<file path="src/sv/assert_macros.svh">
// assertion macros used by the cache tag model top level
`ifndef ASSERT_MACROS_SVH
`define ASSERT_MACROS_SVH

// same-cycle implication, disabled while reset is low
`define SACT_ASSERT_IMP(label, clk, rst_n, ante, cons) \
    label: assert property (@(posedge clk) disable iff (!rst_n) (ante) |-> (cons)) \
        else $error("cache tag model check failed");

// next-cycle implication, disabled while reset is low
`define SACT_ASSERT_NXT(label, clk, rst_n, ante, cons) \
    label: assert property (@(posedge clk) disable iff (!rst_n) (ante) |=> (cons)) \
        else $error("cache tag model check failed");

`endif

</file>
<file path="src/sv/sact_pkg.sv">
// types, geometry constants and helper functions of the cache tag model
package sact_pkg;

    // cache geometry
    localparam int WAYS       = 4;
    localparam int SET_COUNT  = 8;
    localparam int LINE_BYTES = 16;

    // field widths
    localparam int ADDR_W    = 32;
    localparam int CNT_W     = 32;
    localparam int HINT_W    = 2;
    localparam int WAY_OUT_W = 2;
    localparam int SET_OUT_W = 3;

    // derived address split
    localparam int OFF_BITS = $clog2(LINE_BYTES);
    localparam int IDX_BITS = $clog2(SET_COUNT);
    localparam int TAG_W    = ADDR_W - OFF_BITS - IDX_BITS;
    localparam int SET_W    = (SET_COUNT > 1) ? $clog2(SET_COUNT) : 1;
    localparam int WAY_W    = (WAYS > 1) ? $clog2(WAYS) : 1;

    localparam logic [ADDR_W-1:0] IDX_MASK = ADDR_W'((64'd1 << IDX_BITS) - 64'd1);
    localparam logic [CNT_W-1:0]  CNT_MAX  = '1;

    // access kinds
    localparam logic OP_LOAD  = 1'b0;
    localparam logic OP_STORE = 1'b1;

    // input beat
    typedef struct packed {
        logic              op;
        logic [ADDR_W-1:0] address;
        logic [HINT_W-1:0] victim_way;
    } sact_req_t;

    // result beat
    typedef struct packed {
        logic                 hit;
        logic                 wrote_back;
        logic [WAY_OUT_W-1:0] way_used;
        logic [SET_OUT_W-1:0] set_used;
        logic [CNT_W-1:0]     load_total;
        logic [CNT_W-1:0]     load_miss_total;
        logic [CNT_W-1:0]     store_total;
        logic [CNT_W-1:0]     store_miss_total;
        logic [CNT_W-1:0]     writeback_total;
    } sact_rsp_t;

    // controller to datapath commands
    typedef struct packed {
        logic capture;
        logic commit;
    } sact_cmd_t;

    typedef enum logic {
        ST_IDLE,
        ST_LOOKUP
    } sact_state_t;

    typedef logic [WAYS-1:0][TAG_W-1:0] tag_row_t;

    // set index, wrapped into the set range
    function automatic logic [SET_W-1:0] set_of(input logic [ADDR_W-1:0] a);
        logic [ADDR_W-1:0] raw;
        raw = (a >> OFF_BITS) & IDX_MASK;
        if (raw >= ADDR_W'(SET_COUNT))
        begin
            raw = raw - ADDR_W'(SET_COUNT);
        end
        return SET_W'(raw);
    endfunction

    // tag above offset and index
    function automatic logic [TAG_W-1:0] tag_of(input logic [ADDR_W-1:0] a);
        return TAG_W'(a >> (OFF_BITS + IDX_BITS));
    endfunction

    // victim hint folded into the way range
    function automatic logic [WAY_W-1:0] hint_of(input logic [HINT_W-1:0] h);
        logic [4:0] v;
        v = 5'(h);
        for (int i = 0; i < 3; i++)
        begin
            if (v >= 5'(WAYS))
            begin
                v = v - 5'(WAYS);
            end
        end
        return WAY_W'(v);
    endfunction

    // saturating increment
    function automatic logic [CNT_W-1:0] sat_inc(input logic [CNT_W-1:0] c);
        return (c == CNT_MAX) ? c : c + CNT_W'(1);
    endfunction

endpackage

</file>
<file path="src/sv/sact_ctrl.sv">
// access sequencer of the cache tag model
module sact_ctrl
    import sact_pkg::*;
(
    input  logic      clk,
    input  logic      rst_n,
    input  logic      start,
    output logic      busy,
    output sact_cmd_t cmd
);

    sact_state_t state_reg;
    sact_state_t state_next;

    // state register
    always_ff @(posedge clk or negedge rst_n)
    begin
        if (!rst_n)
        begin
            state_reg <= ST_IDLE;
        end
        else
        begin
            state_reg <= state_next;
        end
    end

    // next state
    always_comb
    begin
        state_next = state_reg;
        unique case (state_reg)
            ST_IDLE:
            begin
                if (start)
                begin
                    state_next = ST_LOOKUP;
                end
            end
            ST_LOOKUP:
            begin
                state_next = ST_IDLE;
            end
            default:
            begin
                state_next = ST_IDLE;
            end
        endcase
    end

    // commands and busy
    always_comb
    begin
        busy        = 1'b0;
        cmd.capture = 1'b0;
        cmd.commit  = 1'b0;
        unique case (state_reg)
            ST_IDLE:
            begin
                cmd.capture = start;
            end
            ST_LOOKUP:
            begin
                busy       = 1'b1;
                cmd.commit = 1'b1;
            end
            default:
            begin
                busy = 1'b0;
            end
        endcase
    end

endmodule

</file>
<file path="src/sv/sact_dp.sv">
// tag memory, line status bits, counters and result register of the cache tag model
module sact_dp
    import sact_pkg::*;
(
    input  logic      clk,
    input  logic      rst_n,
    input  sact_cmd_t cmd,
    input  sact_req_t req,
    output logic      done,
    output sact_rsp_t rsp
);

    // tag memory, one row of ways per set
    tag_row_t tag_mem [SET_COUNT];
    tag_row_t tag_row_reg;

    // line status bits
    logic [WAYS-1:0] valid_reg [SET_COUNT];
    logic [WAYS-1:0] dirty_reg [SET_COUNT];

    // captured beat
    sact_req_t req_reg;

    // counters
    logic [CNT_W-1:0] loads_reg;
    logic [CNT_W-1:0] load_misses_reg;
    logic [CNT_W-1:0] stores_reg;
    logic [CNT_W-1:0] store_misses_reg;
    logic [CNT_W-1:0] writebacks_reg;
    logic [CNT_W-1:0] loads_next;
    logic [CNT_W-1:0] load_misses_next;
    logic [CNT_W-1:0] stores_next;
    logic [CNT_W-1:0] store_misses_next;
    logic [CNT_W-1:0] writebacks_next;

    sact_rsp_t rsp_reg;
    logic      done_reg;

    // lookup signals
    logic [SET_W-1:0] set_idx;
    logic [TAG_W-1:0] tag;
    logic [WAYS-1:0]  row_valid;
    logic [WAYS-1:0]  row_dirty;
    logic [WAYS-1:0]  match;
    logic [WAY_W-1:0] hit_way;
    logic [WAY_W-1:0] free_way;
    logic [WAY_W-1:0] way;
    logic [WAYS-1:0]  way_bit;
    logic             hit;
    logic             any_free;
    logic             wb;
    logic             is_store;
    logic [WAYS-1:0]  valid_next;
    logic [WAYS-1:0]  dirty_next;
    tag_row_t         tag_row_next;

    // capture the beat
    always_ff @(posedge clk)
    begin
        if (cmd.capture)
        begin
            req_reg <= req;
        end
    end

    // tag memory: row read on capture, row write on a miss
    always_ff @(posedge clk)
    begin
        if (cmd.capture)
        begin
            tag_row_reg <= tag_mem[set_of(req.address)];
        end
        if (cmd.commit && !hit)
        begin
            tag_mem[set_idx] <= tag_row_next;
        end
    end

    // compare and pick a way
    always_comb
    begin
        set_idx   = set_of(req_reg.address);
        tag       = tag_of(req_reg.address);
        is_store  = (req_reg.op == OP_STORE);
        row_valid = valid_reg[set_idx];
        row_dirty = dirty_reg[set_idx];
        hit_way   = '0;
        free_way  = '0;
        for (int w = WAYS - 1; w >= 0; w--)
        begin
            match[w] = row_valid[w] && (tag_row_reg[w] == tag);
            if (match[w])
            begin
                hit_way = WAY_W'(w);
            end
            if (!row_valid[w])
            begin
                free_way = WAY_W'(w);
            end
        end
        hit      = |match;
        any_free = ~&row_valid;
        if (hit)
        begin
            way = hit_way;
        end
        else if (any_free)
        begin
            way = free_way;
        end
        else
        begin
            way = hint_of(req_reg.victim_way);
        end
        way_bit = WAYS'(1) << way;
        wb      = !hit && row_valid[way] && row_dirty[way];

        valid_next = row_valid | way_bit;
        dirty_next = row_dirty;
        if (!hit)
        begin
            dirty_next = dirty_next & ~way_bit;
        end
        if (is_store)
        begin
            dirty_next = dirty_next | way_bit;
        end

        tag_row_next      = tag_row_reg;
        tag_row_next[way] = tag;
    end

    // counter updates
    always_comb
    begin
        loads_next        = loads_reg;
        load_misses_next  = load_misses_reg;
        stores_next       = stores_reg;
        store_misses_next = store_misses_reg;
        writebacks_next   = wb ? sat_inc(writebacks_reg) : writebacks_reg;
        if (is_store)
        begin
            stores_next = sat_inc(stores_reg);
            if (!hit)
            begin
                store_misses_next = sat_inc(store_misses_reg);
            end
        end
        else
        begin
            loads_next = sat_inc(loads_reg);
            if (!hit)
            begin
                load_misses_next = sat_inc(load_misses_reg);
            end
        end
    end

    // status bits and counters
    always_ff @(posedge clk or negedge rst_n)
    begin
        if (!rst_n)
        begin
            for (int s = 0; s < SET_COUNT; s++)
            begin
                valid_reg[s] <= '0;
                dirty_reg[s] <= '0;
            end
            loads_reg        <= '0;
            load_misses_reg  <= '0;
            stores_reg       <= '0;
            store_misses_reg <= '0;
            writebacks_reg   <= '0;
            done_reg         <= 1'b0;
        end
        else
        begin
            done_reg <= cmd.commit;
            if (cmd.commit)
            begin
                valid_reg[set_idx] <= valid_next;
                dirty_reg[set_idx] <= dirty_next;
                loads_reg          <= loads_next;
                load_misses_reg    <= load_misses_next;
                stores_reg         <= stores_next;
                store_misses_reg   <= store_misses_next;
                writebacks_reg     <= writebacks_next;
            end
        end
    end

    // result beat
    always_ff @(posedge clk)
    begin
        if (cmd.commit)
        begin
            rsp_reg.hit              <= hit;
            rsp_reg.wrote_back       <= wb;
            rsp_reg.way_used         <= WAY_OUT_W'(way);
            rsp_reg.set_used         <= SET_OUT_W'(set_idx);
            rsp_reg.load_total       <= loads_next;
            rsp_reg.load_miss_total  <= load_misses_next;
            rsp_reg.store_total      <= stores_next;
            rsp_reg.store_miss_total <= store_misses_next;
            rsp_reg.writeback_total  <= writebacks_next;
        end
    end

    assign done = done_reg;
    assign rsp  = rsp_reg;

endmodule

</file>
<file path="src/sv/set_assoc_cache_tag_model_top.sv">
// top level of the set-associative write-back cache tag model
//
// An access is taken when start is high and busy is low. The capture edge
// reads the set's tag row from the tag memory into a register; in the lookup
// state the ways are compared, and the edge that leaves it updates tags, status
// bits and counters and loads the result register; busy is high in the lookup
// state. done marks the result for exactly one cycle and cannot be held off,
// so a result must be taken when it shows. A new access may be started in the
// cycle done is high. Valid and dirty bits are flip-flops cleared at reset, so
// the block is ready right after reset.
`include "assert_macros.svh"

module set_assoc_cache_tag_model_top
    import sact_pkg::*;
(
    input  logic      clk,
    input  logic      rst_n,
    input  logic      start,
    output logic      busy,
    input  sact_req_t req,
    output logic      done,
    output sact_rsp_t rsp
);

    sact_cmd_t cmd;

    // sequencer
    sact_ctrl u_ctrl (
        .clk   (clk),
        .rst_n (rst_n),
        .start (start),
        .busy  (busy),
        .cmd   (cmd)
    );

    // lookup and update datapath
    sact_dp u_dp (
        .clk   (clk),
        .rst_n (rst_n),
        .cmd   (cmd),
        .req   (req),
        .done  (done),
        .rsp   (rsp)
    );

    // checks
    `SACT_ASSERT_IMP(a_done_not_busy, clk, rst_n, done, !busy)
    `SACT_ASSERT_NXT(a_accept_busy, clk, rst_n, start && !busy, busy && !done)
    `SACT_ASSERT_NXT(a_busy_then_done, clk, rst_n, busy, done)
    `SACT_ASSERT_IMP(a_hit_no_writeback, clk, rst_n, done && rsp.hit, !rsp.wrote_back)

endmodule

</file>
<file path="config.mk">
export PLATFORM = sky130hd
export DESIGN_NAME = set_assoc_cache_tag_model_top
export DESIGN_NICKNAME = d
export VERILOG_FILES = /design/src/sv/sact_pkg.sv /design/src/sv/sact_ctrl.sv /design/src/sv/sact_dp.sv /design/src/sv/set_assoc_cache_tag_model_top.sv
export VERILOG_INCLUDE_DIRS = /design/src /design/src/sv
export SDC_FILE = /design/constraint.sdc
export NUM_CORES = 2
export LEC_CHECK = 0
export BUFFER_PORTS_ARGS = -buffer_cell sky130_fd_sc_hd__buf_4
export CORE_MARGIN = 10
export CORE_UTILIZATION = 30
export DETAILED_ROUTE_END_ITERATION = 10
export PLACE_DENSITY_LB_ADDON = 0.05
export SLEW_MARGIN = 10
export SYNTH_ARGS = -nofsm -noshare
export SYNTH_HDL_FRONTEND = slang
export SYNTH_SLANG_ARGS = --single-unit
</file>
<file path="constraint.sdc">
create_clock -name clk -period 18.15 [get_ports clk]
set_input_delay 1.815 -clock clk [delete_from_list [all_inputs] [get_ports clk]]
set_output_delay 1.815 -clock clk [all_outputs]
set_load 0.1 [all_outputs]
</file>
* Word-level counts from Yosys, hierarchy flattened
Memory sizes are Yosys's and may differ from the RTL's. A register that Yosys moved wholly into a read port is not among the register bits.
Cells that the tools add are included.
** Storage, ports and cells
- Register bits after elaboration :: 428
- Bits in writable memories :: 800
- Input bits :: 38
- Output and inout port bits :: 169
- Logic and storage cells :: 127
- Memories kept :: 1
** Memory list
- u_dp.tag_mem :: words 8, bits a word 100, read ports 1, clocked after Yosys merged registers in 1, wr ports 1, line sact_dp.sv:14 : tag_row_t tag_mem [SET_COUNT];
** Cells by class
- $add $sub $neg :: 7
- Magnitude comparators :: 6
- Equality and inequality tests :: 9
- Shifts and indexed selects :: 1
- Muxes and demuxes :: 50
- Bitwise logic cells :: 6
- Reductions and logical operators :: 12
** Operator list (number)
- $mux 32 :: 12
- $add 32x1->32 const B :: 5
- $eq 32x32->1 const B :: 5
- $bwmux 100 :: 1
- $eq 25x25->1 :: 4
- $bwmux 32 :: 2
- $demux 25 s2 :: 1
- $mux 4 :: 7
- $mux 25 :: 1
- $bmux 4 s3 :: 2
- $mux 2 :: 10
- $demux 4 s3 :: 1
- $logic_and 1x1->1 :: 9
- $mux 3 :: 3
- $ge 3x4->1 const B :: 2
- $or 4x4->4 :: 2
- $mux 1 :: 7
- $sub 3x1->3 const B :: 2
- $and 4x4->4 :: 1
- $bmux 1 s2 :: 2
- $ge 4x4->1 const B :: 1
- $lt 4x1->1 const B :: 1
- $not 3->4 :: 1
- $not 4->4 :: 1
- other kinds (8) :: 8

* Longest topological paths before layout
- Word-level depth :: 19
- Mapped depth :: 14
- Gate-level depth less buffers :: 10

* Cells and area by module
A second synthesis with hierarchy kept.
** Second synthesis, totals
- Cell total of the unflattened synthesis :: 3148
- Area total of the unflattened synthesis :: 54339.6 µm²
** Modules (own cells, without submodules)
- sact_dp :: times used 1, cells each 3144, area an instance 54285.8 µm², sequential area each 38602.0 µm²
- sact_ctrl :: times used 1, cells each 4, area an instance 53.8 µm², sequential area each 25.0 µm²

* Worst setup path after synthesis
Ideal clock, no wire load.
- Path kind :: register to register
- From :: reg u_ctrl.state_reg
- To :: mem u_dp.tag_mem[0][0] in the netlist's numbering, enable pin
- Setup time :: 571 ps
- Data arrival time :: 9736 ps
- Required time :: 17579 ps
- Slack :: 7843 ps
- Cell stages (with the launch flop) :: 5
- Buffers on the path :: 1
- Period minus slack after synthesis :: 10307 ps
- Cells stage by stage :: dfrtp_1 clkbuf_1 nand2_1 nor3_1 nor2b_1
** On the way
- Longest elaborated chain between the ends :: 4
** RTL lines
- start: declaration :: line sact_ctrl.sv:12 : sact_state_t state_reg;
- start signal: assignment :: line sact_ctrl.sv:24 : state_reg <= state_next;
- $mux 1 :: line sact_ctrl.sv:57 : unique case (state_reg)
- $logic_and 1x1->1 :: line sact_dp.sv:73 : if (cmd.commit && !hit)
- $mux 1 :: line sact_dp.sv:73
- $mux 1 (not written as such) :: line sact_dp.sv:75 : tag_mem[set_idx] <= tag_row_next;
- end: declaration :: line sact_dp.sv:14
Every way passes these cells.

* Worst setup path after layout
- From :: reg u_dp.req_reg[7] in the netlist's numbering
- To :: mem u_dp.tag_mem[5][95] in the netlist's numbering, enable pin
** On the way
- Longest elaborated chain between the ends :: 12
- Elaborated cells on any way between the ends :: 16
- Classes of those cells :: 1 x add/sub; 1 x order compare; 6 x mux; 1 x bitwise; 7 x reduce/logical
** RTL lines
- start: declaration :: line sact_dp.sv:22 : sact_req_t req_reg;
- start signal: assignment :: line sact_dp.sv:62 : req_reg <= req;
- $ge 3x4->1 or $sub 3x1->3 (tied branches) :: line sact_pkg.sv:67, sact_pkg.sv:69
- $mux 3 * :: line sact_pkg.sv:67 : if (raw >= ADDR_W'(SET_COUNT))
- $not 3->4 (not written as such) :: line sact_dp.sv:85 : row_valid = valid_reg[set_idx];
- $bmux 4 s3 :: line sact_dp.sv:85
- $mux 4 (not written as such) (2 in a row) :: line sact_dp.sv:85
- $logic_and 1x1->1 :: line sact_dp.sv:91 : match[w] = row_valid[w] && (tag_row_reg[w] == tag);
- $reduce_or 4->1 :: line sact_dp.sv:101 : hit = |match;
- $logic_not 1->1 :: line sact_dp.sv:73
- $logic_and 1x1->1 :: line sact_dp.sv:73
- $mux 1 :: line sact_dp.sv:73
- $mux 1 (not written as such) :: line sact_dp.sv:75
Every way passes the cells marked *; elsewhere a longest branch is shown, timed or not. The select of a mux whose other input is x is not followed.

==> reports/qor.yml <==
finalCriticalPeriod_ps: 4803
largest_register_ffs: 800
portBuffers: 202
arrival_ps: 5190
place_ws_ps: 13140
cts_made_buffers: 154
cts_max_level: 4
slew_headroom_pct: 15.96
hold_buffers: 0
finalClockSkew_ps: 33.39
combPwrFrac_pct: 12.6
seq_power_share_pct: 48.1
tightest_slew_ps: 1251
switching_share_pct: 26.31
crit_required_ps: 18540
internal_power_mw: 5.684
grt_first_pass_wirelength_um: 204600
drtIter0Drc: 1734
routed_wirelength_um: 137300
die_x_um: 446.2
maxCapViolCount: 0
maxSlewViolCount: 0
dieArea_um2: 199100
async_flop_share_pct: 17.07
p_leak_nw: 22.14
ys_types: 78
startpoint_type: "register"
critPathKind: "reg2reg"
antenna_found_initial: 2
track_usage_pct: 13.71
syn_area_um2: 54500
insertion_delay_ps: 790
rsz0062_at_grt: "false"
tritoncts: "yes"
yosys_warnings: 0
total_power_mw: 7.714
worstPathMaxFanout: 88
critical_path.endpoint_type: "register"
power_density_nw_per_um2: 121.0
vias_per_cell: 4.728
yosysSeqAreaShare_pct: 70.87
synthToLayoutAreaGrowth_pct: 17.02
num_vias: 27800
gp_congestion: 0.7226
synthCells: 3157
fin_tns_setup_ps: 0
num_io_pins: 207
status: "finished, final reports clean"
ys_ff_latch: 1324
core_area_um2: 180700
initial_utilization_pct: 30.15
holdPathStages: 0
r2r_cells: 7
fin_nets: 3434
synth_edf_count: 1098
max-vdd-ir-drop_v: 0.00009246
rows: 156
dr.pass1.iters: 5
clock.fmax_mhz: 208.2
worst_hold_path_type: "reg2reg"
drive_above_1_share_pct: 26.58
grt_start_max_net_pins: 101
cts_resized: 0
cts_setup_buffers: 0
die_y_um: 446.2
grt.overflow.total: 0
post-route-period-util_pct: 26.46
hold_viol: 0
placed_cells_incl_taps: 5605
syn_avg_cell_area_um2: 17.26
dp_hpwl_um: 75470
clock_sinks: 1324
clockBufferDepth: 3
final_cells: 5881
route.detailed.wl_per_inst_um: 23.34
clock_power_share_pct: 39.3
p_switching_mw: 2.029
cts.clk_slew.worst_paths_ps: 60
ant_nets: 0
clockRootBuffer: "clkbuf_16"
setup_violations: 0
fin_ws_ps: 13350
grt_pass1_vias: 30030
syn-num-nets: 3200
drcViolationCount: 0
ys.flop_type: "edfxtp_1"
## critical path, cell delays in order, from the launching register on
cell	delay, ps
edfxtp_1	340
buf_4	410
mux4_1	670
mux2i_4	260
or4_1	360
nand4_4	710
nor2_4	860
buf_12	670
## area by class of cell
cell class              count  area [µm²]
inverters                  21       78.83
fillers                 17040      117000
flip-flops and latches   1324       38630
well taps                2370        2965
clock inverters            84       852.1
multi-input cells        1643       15170
clock buffers             191        4098
diodes                      1       2.502
repair buffers            247        1981
## cells by family after synthesis
group,Yosys count,share of synthesized area [%]
multiplexers,426,13.05
XOR/XNOR,410,6.589
flip-flops,1324,70.87
buffers and inverters,190,1.458
AND/OR/NAND/NOR,695,6.662
adder cells (fa/ha/maj),5,0.1148
AO/OA/AOI/OAI,107,1.256
## cells in the final DEF, fill, tap and decap left out, drive strengths merged, types with 5 or more instances in the layout
cell      instances
mux2            212
nand2           179
nand3            98
xor2            186
and3             48
buf             247
mux2i             9
a21oi            40
edfxtp         1098
inv              26
dfrtp           226
nor2b            15
and2             21
clkinv           60
and4             15
clkinvlp          7
xnor2           224
o21ai            39
nand2b            6
ha                5
bufinv           12
mux4            205
or3               6
nor3             55
clkbuf          191
nand4            56
nor2            147
nor4             26
## synthesized netlist by cell type (3+ instances only)
cell type	number	area share, %
nand3_1	97	0.89
or3_1	5	0.057
buf_2	20	0.18
mux4_2	204	8.4
buf_1	39	0.27
nor2b_1	15	0.17
nor4_1	15	0.17
xor2_1	186	3.0
dfrtp_1	226	10
or2_2	3	0.034
o21ai_0	37	0.34
nor4_4	4	0.16
and3_1	48	0.55
nor4_2	7	0.16
and3b_1	4	0.064
clkbuf_1	100	0.69
nand2b_1	6	0.069
xnor2_1	224	3.6
inv_1	21	0.14
nor2_1	145	1.0
ha_1	5	0.11
nand2_1	179	1.2
edfxtp_1	1098	60
nand4_1	55	0.63
nor3_2	4	0.073
buf_4	5	0.069
mux2_2	209	4.3
mux2_1	3	0.062
nor3_1	49	0.45
and4_1	15	0.24
buf_6	5	0.10
and2_1	19	0.22
a21oi_1	39	0.36
mux2i_1	8	0.15
## per-layer routing
metal  routed length [µm]  up-vias  track usage, %
met5                    0        -               0
met4                 3483        0           4.049
li1                     -    12530               -
met3                 5309      214           2.698
met2                66470      495           22.75
met1                62000    14560           18.18
## power by group through the flow
stage	registers (mW)	logic [mW]	clock network (mW)
after global routing	3.73	1.06	3.28
after floorplan	3.94	0.499	0
after global placement	3.76	0.975	0
after CTS	3.71	0.999	3.14
after detailed placement	3.77	0.997	0
final	3.71	0.974	3.03
## path summary, 6_finish.rpt
kind | to | slack, ps | startpoint
max | u_dp.tag_mem[5][95] | 13350 | u_dp.req_reg[7]
min | u_dp.rsp[161] | 450 | u_dp.req_reg[7]
max reg2reg | u_dp.tag_mem[5][95] | 13350 | u_dp.req_reg[7]
min reg2reg | u_dp.rsp[161] | 450 | u_dp.req_reg[7]
max in group asynchronous | u_dp.writebacks_reg[22] | 15490 | rst_n
min in group asynchronous | u_dp.loads_reg[28] | 1060 | rst_n
## metrics by stage
step / hold slack [ps] / instance area [µm²] / utilization (%)
final: 447.0 / 63770 / 35.28
after floorplan: 420.6 / 54500 / -
after global routing: 459.2 / 63770 / 35.28
after CTS: 446.8 / 63770 / 35.28
after global placement: 456.1 / 58820 / 32.54
after detailed placement: 447.9 / 58820 / 32.54
Power figures use the tool's default switching activity.
